## src/rtl/bldc6_pkg.sv

```systemverilog
// Shared types, window bounds and drive tables for the six-step commutator.
package bldc6_pkg;

    // Commutation step and sensed sector, 0 to 5.
    typedef logic [2:0] t_step;

    // Signed difference between position and phase offset.
    typedef logic signed [15:0] t_diff;

    // Half-bridge identifiers.
    typedef enum logic [1:0] {
        PH_U,
        PH_V,
        PH_W
    } t_phase;

    // Configuration register indexes.
    localparam logic [7:0] REG_PHASE_OFFSET = 8'd0;
    localparam logic [7:0] REG_DRIVE_DUTY   = 8'd1;

    localparam int POS_BITS  = 14;
    localparam int OFF_BITS  = 13;
    localparam int DUTY_OUT  = 10;

    // Sector codes.
    localparam t_step SECT_0 = 3'd0;
    localparam t_step SECT_1 = 3'd1;
    localparam t_step SECT_2 = 3'd2;
    localparam t_step SECT_3 = 3'd3;
    localparam t_step SECT_4 = 3'd4;
    localparam t_step SECT_5 = 3'd5;

    // Angle window bounds in 1/256 degree (floor of degrees times 256).
    localparam logic [POS_BITS-1:0] W5_LOW_MAX  = 14'd2296;
    localparam logic [POS_BITS-1:0] W5_HIGH_MIN = 14'd12928;
    localparam logic [POS_BITS-1:0] W0_LO       = 14'd2137;
    localparam logic [POS_BITS-1:0] W0_HI       = 14'd4477;
    localparam logic [POS_BITS-1:0] W1_LO       = 14'd4318;
    localparam logic [POS_BITS-1:0] W1_HI       = 14'd6684;
    localparam logic [POS_BITS-1:0] W2_LO       = 14'd6525;
    localparam logic [POS_BITS-1:0] W2_HI       = 14'd8911;
    localparam logic [POS_BITS-1:0] W3_LO       = 14'd8663;
    localparam logic [POS_BITS-1:0] W3_HI       = 14'd11059;
    localparam logic [POS_BITS-1:0] W4_LO       = 14'd10872;
    localparam logic [POS_BITS-1:0] W4_END      = 14'd13568;
    localparam logic [POS_BITS-1:0] W4_WRAP_MAX = 14'd222;

    // Upper hysteresis bound: smallest difference at or past step + 1.1 phases.
    function automatic t_diff hyst_hi(input t_step step);
        t_diff r;
        case (step)
            3'd0:    r = 16'sd2414;
            3'd1:    r = 16'sd4609;
            3'd2:    r = 16'sd6803;
            3'd3:    r = 16'sd8997;
            3'd4:    r = 16'sd11192;
            3'd5:    r = 16'sd13386;
            default: r = 16'sd2414;
        endcase
        return r;
    endfunction

    // Lower hysteresis bound: differences below it lie before step - 0.1 phases.
    function automatic t_diff hyst_lo(input t_step step);
        t_diff r;
        case (step)
            3'd0:    r = -16'sd219;
            3'd1:    r = 16'sd1975;
            3'd2:    r = 16'sd4170;
            3'd3:    r = 16'sd6364;
            3'd4:    r = 16'sd8558;
            3'd5:    r = 16'sd10753;
            default: r = -16'sd219;
        endcase
        return r;
    endfunction

    // Phase that carries PWM in each step.
    function automatic t_phase pwm_phase(input t_step step);
        t_phase r;
        case (step)
            3'd0:    r = PH_W;
            3'd1:    r = PH_V;
            3'd2:    r = PH_V;
            3'd3:    r = PH_U;
            3'd4:    r = PH_U;
            3'd5:    r = PH_W;
            default: r = PH_W;
        endcase
        return r;
    endfunction

    // Phase left floating in each step.
    function automatic t_phase float_phase(input t_step step);
        t_phase r;
        case (step)
            3'd0:    r = PH_V;
            3'd1:    r = PH_W;
            3'd2:    r = PH_U;
            3'd3:    r = PH_V;
            3'd4:    r = PH_W;
            3'd5:    r = PH_U;
            default: r = PH_V;
        endcase
        return r;
    endfunction

endpackage

```

## src/rtl/bldc6_sector_dec.sv

```systemverilog
// Angle window decoder from rotor position to sensed sector.
module bldc6_sector_dec
    import bldc6_pkg::*;
(
    input  logic [POS_BITS-1:0] i_pos,
    output t_step               o_sector
);

    logic w5, w0, w1, w2, w3, w4;

    // Window tests; earlier windows take priority among the first five.
    assign w5 = (i_pos <= W5_LOW_MAX) || (i_pos > W5_HIGH_MIN);
    assign w0 = (i_pos > W0_LO) && (i_pos <= W0_HI);
    assign w1 = (i_pos > W1_LO) && (i_pos <= W1_HI);
    assign w2 = (i_pos > W2_LO) && (i_pos <= W2_HI);
    assign w3 = (i_pos > W3_LO) && (i_pos <= W3_HI);
    // The sector 4 window overrides all others, including its wrap near zero.
    assign w4 = ((i_pos > W4_LO) && (i_pos < W4_END)) || (i_pos <= W4_WRAP_MAX);

    always_comb begin
        if (w4) begin
            o_sector = SECT_4;
        end else if (w5) begin
            o_sector = SECT_5;
        end else if (w0) begin
            o_sector = SECT_0;
        end else if (w1) begin
            o_sector = SECT_1;
        end else if (w2) begin
            o_sector = SECT_2;
        end else if (w3) begin
            o_sector = SECT_3;
        end else begin
            o_sector = SECT_0;
        end
    end

endmodule

```

## src/rtl/bldc_six_step_commutator.sv

```systemverilog
// Six-step commutator: one sample in, one step and drive result out per cycle unless stalled.
// The block accepts one rotor position sample in every cycle unless the output stalls and
// returns one result per sample in the cycle after the transfer; the sector decode, hysteresis
// compare, step update and phase drive selection all sit in front of the single output
// register. The output register holds a result while the master side stalls and a new sample
// is taken in the same cycle the held result is transferred. The first sample after reset loads
// the step from the sensed sector; later samples advance or reload it when the position leaves
// the hysteresis window around the current phase centre. The user must write registers through
// the configuration channel only while no result is outstanding; the block does not enforce it.
module bldc_six_step_commutator
    import bldc6_pkg::*;
#(
    parameter int DUTY_BITS = 10
) (
    input  logic        i_clk,
    input  logic        i_rst_n,
    // Configuration write channel.
    input  logic        i_cfg_valid,
    output logic        o_cfg_ready,
    input  logic [7:0]  i_cfg_addr,
    input  logic [15:0] i_cfg_data,
    // Position samples.
    input  logic        s_axis_tvalid,
    output logic        s_axis_tready,
    input  logic [15:0] s_axis_tdata,   // [13:0] rotor_position, [15:14] zero
    // Results.
    output logic        m_axis_tvalid,
    input  logic        m_axis_tready,
    output logic [39:0] m_axis_tdata    // [2:0] commutation_step, [5:3] sensed_sector,
                                        // [15:6] u_duty, [25:16] v_duty, [35:26] w_duty,
                                        // [36] u_enable, [37] v_enable, [38] w_enable, [39] zero
);

    localparam int DW = (DUTY_BITS < DUTY_OUT) ? DUTY_BITS : DUTY_OUT;

    logic                       r_started;
    t_step                      r_step;
    t_step                      n_step;
    logic signed [OFF_BITS-1:0] r_offset;
    logic [DW-1:0]              r_duty;
    logic                       r_out_valid;
    logic [39:0]                r_out_data;
    logic [39:0]                n_out_data;

    logic                       in_xfer;
    logic [POS_BITS-1:0]        pos;
    t_step                      sector;
    t_diff                      diff;
    logic                       outside;
    t_phase                     ph_pwm;
    t_phase                     ph_float;
    logic [DUTY_OUT-1:0]        duty;
    logic [DUTY_OUT-1:0]        d_u, d_v, d_w;
    logic                       e_u, e_v, e_w;

    assign o_cfg_ready   = 1'b1;
    assign s_axis_tready = !r_out_valid || m_axis_tready;
    assign in_xfer       = s_axis_tvalid && s_axis_tready;
    assign m_axis_tvalid = r_out_valid;
    assign m_axis_tdata  = r_out_data;

    assign pos = s_axis_tdata[POS_BITS-1:0];

    bldc6_sector_dec u_dec (
        .i_pos    (pos),
        .o_sector (sector)
    );

    // Position relative to the trimmed phase origin, tested against the window of this step.
    assign diff    = $signed({2'b00, pos}) - t_diff'(r_offset);
    assign outside = (diff >= hyst_hi(r_step)) || (diff < hyst_lo(r_step));

    // Step update: load on the first sample, then advance or reload outside the window.
    always_comb begin
        n_step = r_step;
        if (!r_started) begin
            n_step = sector;
        end else if (outside) begin
            if (sector == r_step) begin
                n_step = (r_step == SECT_5) ? SECT_0 : t_step'(r_step + 3'd1);
            end else begin
                n_step = sector;
            end
        end
    end

    // Phase drive from the new step: one PWM phase, one grounded, one floating.
    assign ph_pwm   = pwm_phase(n_step);
    assign ph_float = float_phase(n_step);
    assign duty     = DUTY_OUT'(r_duty);

    always_comb begin
        d_u = (ph_pwm == PH_U) ? duty : '0;
        d_v = (ph_pwm == PH_V) ? duty : '0;
        d_w = (ph_pwm == PH_W) ? duty : '0;
        e_u = (ph_float != PH_U);
        e_v = (ph_float != PH_V);
        e_w = (ph_float != PH_W);
        n_out_data = {1'b0, e_w, e_v, e_u, d_w, d_v, d_u, sector, n_step};
    end

    // Configuration registers.
    always_ff @(posedge i_clk) begin
        if (!i_rst_n) begin
            r_offset <= '0;
            r_duty   <= '1;
        end else if (i_cfg_valid && o_cfg_ready) begin
            if (i_cfg_addr == REG_PHASE_OFFSET) begin
                r_offset <= i_cfg_data[OFF_BITS-1:0];
            end else if (i_cfg_addr == REG_DRIVE_DUTY) begin
                r_duty <= i_cfg_data[DW-1:0];
            end
        end
    end

    // Commutation state, updated on each input transfer.
    always_ff @(posedge i_clk) begin
        if (!i_rst_n) begin
            r_started <= 1'b0;
            r_step    <= SECT_0;
        end else if (in_xfer) begin
            r_started <= 1'b1;
            r_step    <= n_step;
        end
    end

    // Output register with its valid flag.
    always_ff @(posedge i_clk) begin
        if (!i_rst_n) begin
            r_out_valid <= 1'b0;
        end else if (in_xfer) begin
            r_out_valid <= 1'b1;
        end else if (m_axis_tready) begin
            r_out_valid <= 1'b0;
        end
    end

    always_ff @(posedge i_clk) begin
        if (in_xfer) begin
            r_out_data <= n_out_data;
        end
    end

    // Every input transfer produces a result in the next cycle.
    a_result_follows: assert property (@(posedge i_clk) disable iff (!i_rst_n)
        in_xfer |=> m_axis_tvalid)
        else $error("no result after an input transfer");

    // The step shown matches the held commutation state.
    a_step_matches: assert property (@(posedge i_clk) disable iff (!i_rst_n)
        m_axis_tvalid |-> (m_axis_tdata[2:0] == r_step))
        else $error("result step differs from the held step");

    // Exactly one phase floats in every result.
    a_one_floating: assert property (@(posedge i_clk) disable iff (!i_rst_n)
        m_axis_tvalid |-> ($countones(m_axis_tdata[38:36]) == 2))
        else $error("phase enables do not leave exactly one phase floating");

    // Once started, the step never leaves the range of six steps.
    a_step_range: assert property (@(posedge i_clk) disable iff (!i_rst_n)
        r_started |-> (r_step <= SECT_5))
        else $error("commutation step out of range");

endmodule
```

## config.mk

```make
export PLATFORM = sky130hd
export DESIGN_NAME = bldc_six_step_commutator
export DESIGN_NICKNAME = d
export VERILOG_FILES = /design/src/rtl/bldc6_pkg.sv /design/src/rtl/bldc6_sector_dec.sv /design/src/rtl/bldc_six_step_commutator.sv
export SDC_FILE = /design/constraint.sdc
export NUM_CORES = 1
export LEC_CHECK = 0
export ABC_CLOCK_PERIOD_IN_PS = 8300
export CORE_AREA = 2 2 133 96
export CTS_CLUSTER_DIAMETER = 100
export DETAILED_ROUTE_END_ITERATION = 10
export DIE_AREA = 0 0 135 98
export DONT_BUFFER_PORTS = 1
export GPL_TIMING_DRIVEN = 0
export PLACE_DENSITY = 0.63
export SYNTH_ARGS = -nofsm -noshare
export SYNTH_HDL_FRONTEND = slang
export SYNTH_SLANG_ARGS = --single-unit
```

## constraint.sdc

```tcl
create_clock -name i_clk -period 8.3 [get_ports i_clk]
set_input_delay 1.66 -clock i_clk [delete_from_list [all_inputs] [get_ports i_clk]]
set_output_delay 1.66 -clock i_clk [all_outputs]
set_load 0.005 [all_outputs]
```

Word level (Yosys, flattened, before mapping)
Cells that the tools add are included.
{"block": "word_totals", "register_bits": 67, "input_bits": 45, "elab_cells": 80, "output_inout_bits": 43}
{"block": "classes", "n_eq_ne": 16, "n_lt_le_gt_ge": 15, "n_reduce_logical": 21, "mux": 16, "bitwise_logic": 1, "n_addsub": 2}
{"operator": "$pmux 16 s5", "n": 1}
{"operator": "$pmux 14 s5", "n": 1}
{"operator": "$gt 14x14->1 const B", "n": 3}
{"operator": "$gt 14x13->1 const B", "n": 2}
{"operator": "$le 14x13->1 const B", "n": 2}
{"operator": "$le 14x14->1 const B", "n": 2}
{"operator": "$mux 3", "n": 9}
{"operator": "$ge 16x16->1", "n": 1}
{"operator": "$lt 16x16->1", "n": 1}
{"operator": "$sub 15x13->16", "n": 1}
{"operator": "$gt 14x12->1 const B", "n": 1}
{"operator": "$le 14x12->1 const B", "n": 1}
{"operator": "$le 14x8->1 const B", "n": 1}
{"operator": "$lt 14x14->1 const B", "n": 1}
{"operator": "$eq 3x2->1 const B", "n": 4}
{"operator": "$eq 3x3->1 const B", "n": 4}
{"operator": "$eq 8x1->1 const B", "n": 1}
{"operator": "$logic_not 8->1", "n": 1}
{"operator": "$pmux 2 s2", "n": 2}
{"operator": "$reduce_or 2->1", "n": 4}
{"operator": "$eq 3x1->1 const B", "n": 2}
{"operator": "$logic_and 1x1->1", "n": 6}
{"operator": "$logic_or 1x1->1", "n": 4}
{"operator": "$reduce_bool 2->1", "n": 2}
{"operator": "13 further kinds", "n": 14}

Longest topological paths before layout
{"block": "logic_depth", "ltp_word": 16, "depth_mapped": 28, "mapped_depth_nobuf": 26}

Modules after synthesis
Synthesis repeated with hierarchy kept, for this count alone.
{"block": "hier_totals", "hier_cells": 561, "area_unflattened_um2": 5028.6}
{"module": "bldc_six_step_commutator", "cells_per_inst": 473, "seq_area_each_um2": 1731.7, "instances": 1, "area_per_inst_um2": 4481.8}
{"module": "bldc6_sector_dec", "cells_per_inst": 88, "seq_area_each_um2": 0.0, "instances": 1, "area_per_inst_um2": 546.8}

Worst setup path after synthesis
Ideal clock, no wire load.
{"block": "synth_timing", "kind": "input to register", "startpoint": "in s_axis_tdata[0]", "endpoint": "reg r_out_data[31] (netlist: m_axis_tdata[31]), data pin", "setup_slack_ns": 1.716, "arrival_ns": 6.325, "setup_time_ns": 0.260, "t_required_ns": 8.040, "path_buffers": 2, "stages": 26, "path_cell_list": "clkbuf_1 -> inv_1 -> ha_1 -> inv_1 -> fa_1 -> a211oi_1 -> o21ai_0 -> and2_1 -> o21ai_0 -> nand2b_1 -> a21oi_1 -> o21ai_0 -> a21o_1 -> a21oi_1 -> xnor2_1 -> ha_1 -> o21ai_0 -> a21oi_1 -> a221oi_1 -> a21o_1 -> o311ai_2 -> a41oi_1 -> o211ai_2 -> nor2_4 -> buf_12 -> mux2_2"}
{"block": "synth_via", "elab_chain_cells": 16, "word_cells_on_any_way": 42, "cone_classes": "1 x add/sub; 15 x order compare; 6 x eq/ne; 10 x mux; 10 x reduce/logical"}
{"item": "start: declaration", "line_no": "bldc_six_step_commutator.sv:25", "source": "input logic [15:0] s_axis_tdata,"}
{"item": "$gt 14x14->1 or $le 14x14->1 (tied branches)", "line_no": "bldc6_sector_dec.sv:16", "source": "assign w3 = (i_pos > W3_LO) && (i_pos <= W3_HI);"}
{"item": "$logic_and 1x1->1", "line_no": "bldc6_sector_dec.sv:16"}
{"item": "$mux 2", "line_no": "bldc6_sector_dec.sv:31", "source": "end else if (w3) begin"}
{"item": "$mux 3", "line_no": "bldc6_sector_dec.sv:29", "source": "end else if (w2) begin"}
{"item": "$mux 3", "line_no": "bldc6_sector_dec.sv:27", "source": "end else if (w1) begin"}
{"item": "$mux 3", "line_no": "bldc6_sector_dec.sv:25", "source": "end else if (w0) begin"}
{"item": "$mux 3", "line_no": "bldc6_sector_dec.sv:23", "source": "end else if (w5) begin"}
{"item": "$mux 3", "line_no": "bldc6_sector_dec.sv:21", "source": "if (w4) begin"}
{"item": "$eq 3x3->1", "line_no": "bldc_six_step_commutator.sv:79", "source": "if (sector == r_step) begin"}
{"item": "$mux 3", "line_no": "bldc_six_step_commutator.sv:79"}
{"item": "$mux 3", "line_no": "bldc_six_step_commutator.sv:78", "source": "end else if (outside) begin"}
{"item": "$mux 3 *", "line_no": "bldc_six_step_commutator.sv:76", "source": "if (!r_started) begin"}
{"item": "named net n_step[0]", "line_no": "bldc_six_step_commutator.sv:38", "source": "t_step n_step;"}
{"item": "$eq 3x3->1 (tied with other cells)", "line_no": "bldc6_pkg.sv:81", "source": "case (step)"}
{"item": "$reduce_or 2->1 (no line)"}
{"item": "$pmux 2 s2 *", "line_no": "bldc6_pkg.sv:81"}
{"item": "$eq 2x2->1 *", "line_no": "bldc_six_step_commutator.sv:95", "source": "d_w = (ph_pwm == PH_W) ? duty : '0;"}
{"item": "end signal: assignment", "line_no": "bldc_six_step_commutator.sv:140", "source": "r_out_data <= n_out_data;"}
{"item": "end: declaration", "line_no": "bldc_six_step_commutator.sv:42", "source": "logic [39:0] r_out_data;"}
Mark *: on every way through the listed nets, which the timed path passes. The rest lies on a longest branch.
A chain may end at the register's enable or synchronous reset.

Worst setup path in the final report
{"block": "layout_timing", "startpoint": "in s_axis_tdata[0]", "endpoint": "reg r_out_data[12] (netlist: m_axis_tdata[12]), data pin"}
{"block": "layout_via", "elab_chain_cells": 16, "word_cells_on_any_way": 42, "cone_classes": "1 x add/sub; 15 x order compare; 5 x eq/ne; 10 x mux; 11 x reduce/logical"}
{"item": "$gt 14x14->1 or $le 14x14->1 (tied branches)", "line_no": "bldc6_sector_dec.sv:16"}
{"item": "$logic_and 1x1->1", "line_no": "bldc6_sector_dec.sv:16"}
{"item": "$mux 2", "line_no": "bldc6_sector_dec.sv:31"}
{"item": "$mux 3", "line_no": "bldc6_sector_dec.sv:29"}
{"item": "$mux 3", "line_no": "bldc6_sector_dec.sv:27"}
{"item": "$mux 3", "line_no": "bldc6_sector_dec.sv:25"}
{"item": "$mux 3", "line_no": "bldc6_sector_dec.sv:23"}
{"item": "$mux 3", "line_no": "bldc6_sector_dec.sv:21"}
{"item": "$eq 3x3->1", "line_no": "bldc_six_step_commutator.sv:79"}
{"item": "$mux 3", "line_no": "bldc_six_step_commutator.sv:79"}
{"item": "$mux 3", "line_no": "bldc_six_step_commutator.sv:78"}
{"item": "$mux 3 *", "line_no": "bldc_six_step_commutator.sv:76"}
{"item": "$eq 3x3->1 (tied with other cells)", "line_no": "bldc6_pkg.sv:81"}
{"item": "$reduce_or 2->1 (no line)"}
{"item": "$pmux 2 s2 *", "line_no": "bldc6_pkg.sv:81"}
{"item": "$logic_not 2->1 *", "line_no": "bldc_six_step_commutator.sv:93", "source": "d_u = (ph_pwm == PH_U) ? duty : '0;"}
Mark *: on every way between the ends. The rest lies on a longest branch, timed or not.

==> flow_summary.json <==
{
  "status": "finished clean",
  "maxSlewViolCount": 0,
  "synth-edff-count": 39,
  "max_cap_viol_count": 0,
  "switching_share": 0.349,
  "setup_viol": 0,
  "dpl.hpwl_mm": 11.1,
  "post-cts-setup-buffers": 0,
  "drive_above_1_share": 0.0955,
  "ctsHoldBuffers": 0,
  "finalWirelength_mm": 14.0,
  "ys_warn_count": 0,
  "synth-compound-area-share": 0.190,
  "multi_input_area_um2": 3240,
  "dr.pass1.iters": 5,
  "synthCells": 601,
  "power.density_nw_per_um2": 216,
  "syn_area_per_cell_um2": 8.79,
  "arrival_ps": 7550,
  "ys_top_cells_by_count": "nor2_1 (71), nand2_1 (54), ha_1 (45), inv_1 (42), edfxtp_1 (39)",
  "synth-simple-area-share": 0.215,
  "vdd_drop_max_mv": 0.116,
  "synth_most_common_cell": "nor2_1",
  "cts_made_buffers": 9,
  "worst_slew_pin_slew_ps": 875,
  "p_int_mw": 0.813,
  "rows": 34,
  "synth-seq-cells": 67,
  "port_buffers": 0,
  "clock.fmax_mhz": 135,
  "postCtsResizedCells": 0,
  "ys_seq_area_frac": 0.328,
  "fin_total_pwr_mw": 1.25,
  "period_share": 0.890,
  "min_period_ps": 7380,
  "grt_pass1_wl_mm": 22.6,
  "async_flop_share": 0,
  "postRouteAntennaNets": 0,
  "num_vias": 4543,
  "cp-start-kind": "input pin",
  "synth_top_family_by_area": "simple AND/OR/NAND/NOR gates",
  "p_leak_nw": 2.36,
  "overflow": 0,
  "power.net_switching_mw": 0.436,
  "die_h_um": 98,
  "synthMuxAreaShare": 0.0732,
  "synth_top_area_share": 0.222,
  "grtUsageTotal": 0.216,
  "hp-class": "reg -> reg",
  "seq_area_um2": 1730,
  "drtIter0Drc": 414,
  "gp_congestion": 0.960,
  "grt_pass1_vias": 4385,
  "core_um2": 12100,
  "p_comb_frac": 0.356,
  "path_class": "in -> reg",
  "area_delta_synth_final_pct": 9.47,
  "synth_ff_type": "edfxtp_1",
  "worstSetupEndpointType": "flop",
  "rsz0062_at_grt": "no",
  "cts_tree": "built",
  "hold_violations": 0,
  "finalClockSkew_ps": 7.66,
  "viasPerCell": 5.82,
  "slew-limit-headroom": 0.416,
  "cts_root_buf": "clkbuf_16",
  "syn_area_um2": 5290,
  "insertion_delay_ps": 340,
  "drc": 0,
  "fillCellCount": 1166,
  "syn-num-nets": 692,
  "grt_antenna_before_repair": 0,
  "path_max_fanout": 10,
  "floorplan.initialDensity": 0.437,
  "pwr-share-clk": 0.281,
  "die_w_um": 135,
  "cts_max_level": 3,
  "die-area_um2": 13200,
  "synth-adder-area-share": 0.110,
  "routedWlPerCell_um": 18.0,
  "pwr-share-seq": 0.363,
  "grt_max_degree": 39,
  "critPathRequiredTime_ps": 8460,
  "max-clock-path-buffers": 2,
  "totalNegativeSetupSlack_ps": 0,
  "synth_xor_area_frac": 0.0230,
  "synth_top_cell_by_area": "edfxtp_1",
  "pin_count": 88,
  "antennaDiodeCount": 0,
  "yosys-top-cells-area": "edfxtp_1 (22%), ha_1 (11%), dfxtp_1 (11%), nor2_1 (5.0%), mux2i_1 (4.5%)",
  "nNetsFinal": 704,
  "cts.sinks": 67,
  "clk_pin_slew_ps": 60,
  "synth_cell_types": 84
}
==> final timing paths <==
check | from | endpoint | slack (ps) | cells after the start
hold / removal | duty[1] | duty[1] | 510 | 2
setup / recovery | s_axis_tdata[0] | m_axis_tdata[12] | 920 | 27
hold reg to reg | duty[1] | duty[1] | 510 | 2
setup reg to reg | r_offset[0] | m_axis_tdata[12] | 2280 | 25
==> state kept, by name, indices dropped and copies added (netlist names) <==
signal	cells
duty	10
m_axis_tvalid	1
r_started	1
m_axis_tdata	39
r_offset	13
r_step	3
==> per-stage QoR <==
| stage | instances | setup slack (ps) | util | instance area [um^2] | hold slack [ps] |
|---|---|---|---|---|---|
| CTS | 780 | 995 | 0.479 | 5790 | 513 |
| floorplan | 601 | 1720 | - | 5290 | 467 |
| global placement | 763 | 756 | 0.454 | 5490 | 486 |
| finish | 780 | 916 | 0.479 | 5790 | 507 |
| detailed placement | 764 | 707 | 0.456 | 5510 | 496 |
| global route | 780 | 398 | 0.479 | 5790 | 543 |
==> critical path, stage by stage <==
cell	delay, ps
clkbuf_1	200
inv_1	160
ha_1	180
inv_1	60
fa_1	420
a211oi_1	300
o21ai_0	180
and2_1	180
o21ai_0	180
nand2b_1	120
a21oi_1	140
o21ai_0	140
a21o_1	200
a21oi_1	180
xnor2_1	240
ha_1	240
nor2_1	50
o21ai_0	150
o221ai_1	190
o21ai_0	180
mux2i_1	110
o311ai_2	730
o2111ai_1	230
nand3b_1	290
clkbuf_1	440
nand2_1	170
o2bb2ai_1	210
==> final cells by class <==
class / instances / share of cell area
Clock buffer: 9 / 0.0389
Tap cell: 162 / 0.0350
Buffer: 28 / 0.0262
Sequential cell: 67 / 0.299
Inverter: 44 / 0.0285
Multi-Input combinational cell: 462 / 0.560
Timing Repair Buffer: 1 / 0.00346
Clock inverter: 7 / 0.00887
==> cells in the final DEF, fill, tap and decap left out, types with 6 or more instances in the layout <==
cell / Yosys / routed
a211oi_1: 7 / 7
a21o_1: 8 / 8
a21oi_1: 31 / 31
and2_1: 7 / 7
clkbuf_1: 17 / 16
clkbuf_16: 0 / 9
dfxtp_1: 28 / 28
edfxtp_1: 39 / 39
ha_1: 45 / 45
inv_1: 42 / 42
mux2_4: 6 / 6
mux2i_1: 24 / 24
nand2_1: 54 / 54
nand2b_1: 7 / 7
nand3_1: 11 / 11
nor2_1: 71 / 71
nor2b_1: 22 / 22
nor3_1: 14 / 14
o21ai_0: 32 / 32
o2bb2ai_1: 9 / 9
xnor2_1: 6 / 6
xor2_1: 6 / 6
==> metal layers <==
layer / global-route usage / routed length (um)
met2: 0.330 / 6160
met4: 0.0457 / 142
met3: 0.0535 / 1100
met1: 0.311 / 6630
met5: 0 / 0
==> power groups by stage <==
stage | Combinational (mW) | Clock (mW) | Sequential, mW
floorplan | 0.340 | 0 | 0.453
global placement | 0.422 | 0 | 0.462
detailed placement | 0.437 | 0 | 0.462
CTS | 0.442 | 0.357 | 0.455
global route | 0.497 | 0.374 | 0.458
finish | 0.444 | 0.351 | 0.454
==> logic make-up after synthesis <==
group	after synthesis
buf+inv	72
mux	35
fa+ha+maj	46
xor+xnor	13
simple gates	226
flops	67
other cells	2
compound gates	140
(Power assumes the default switching activity.)
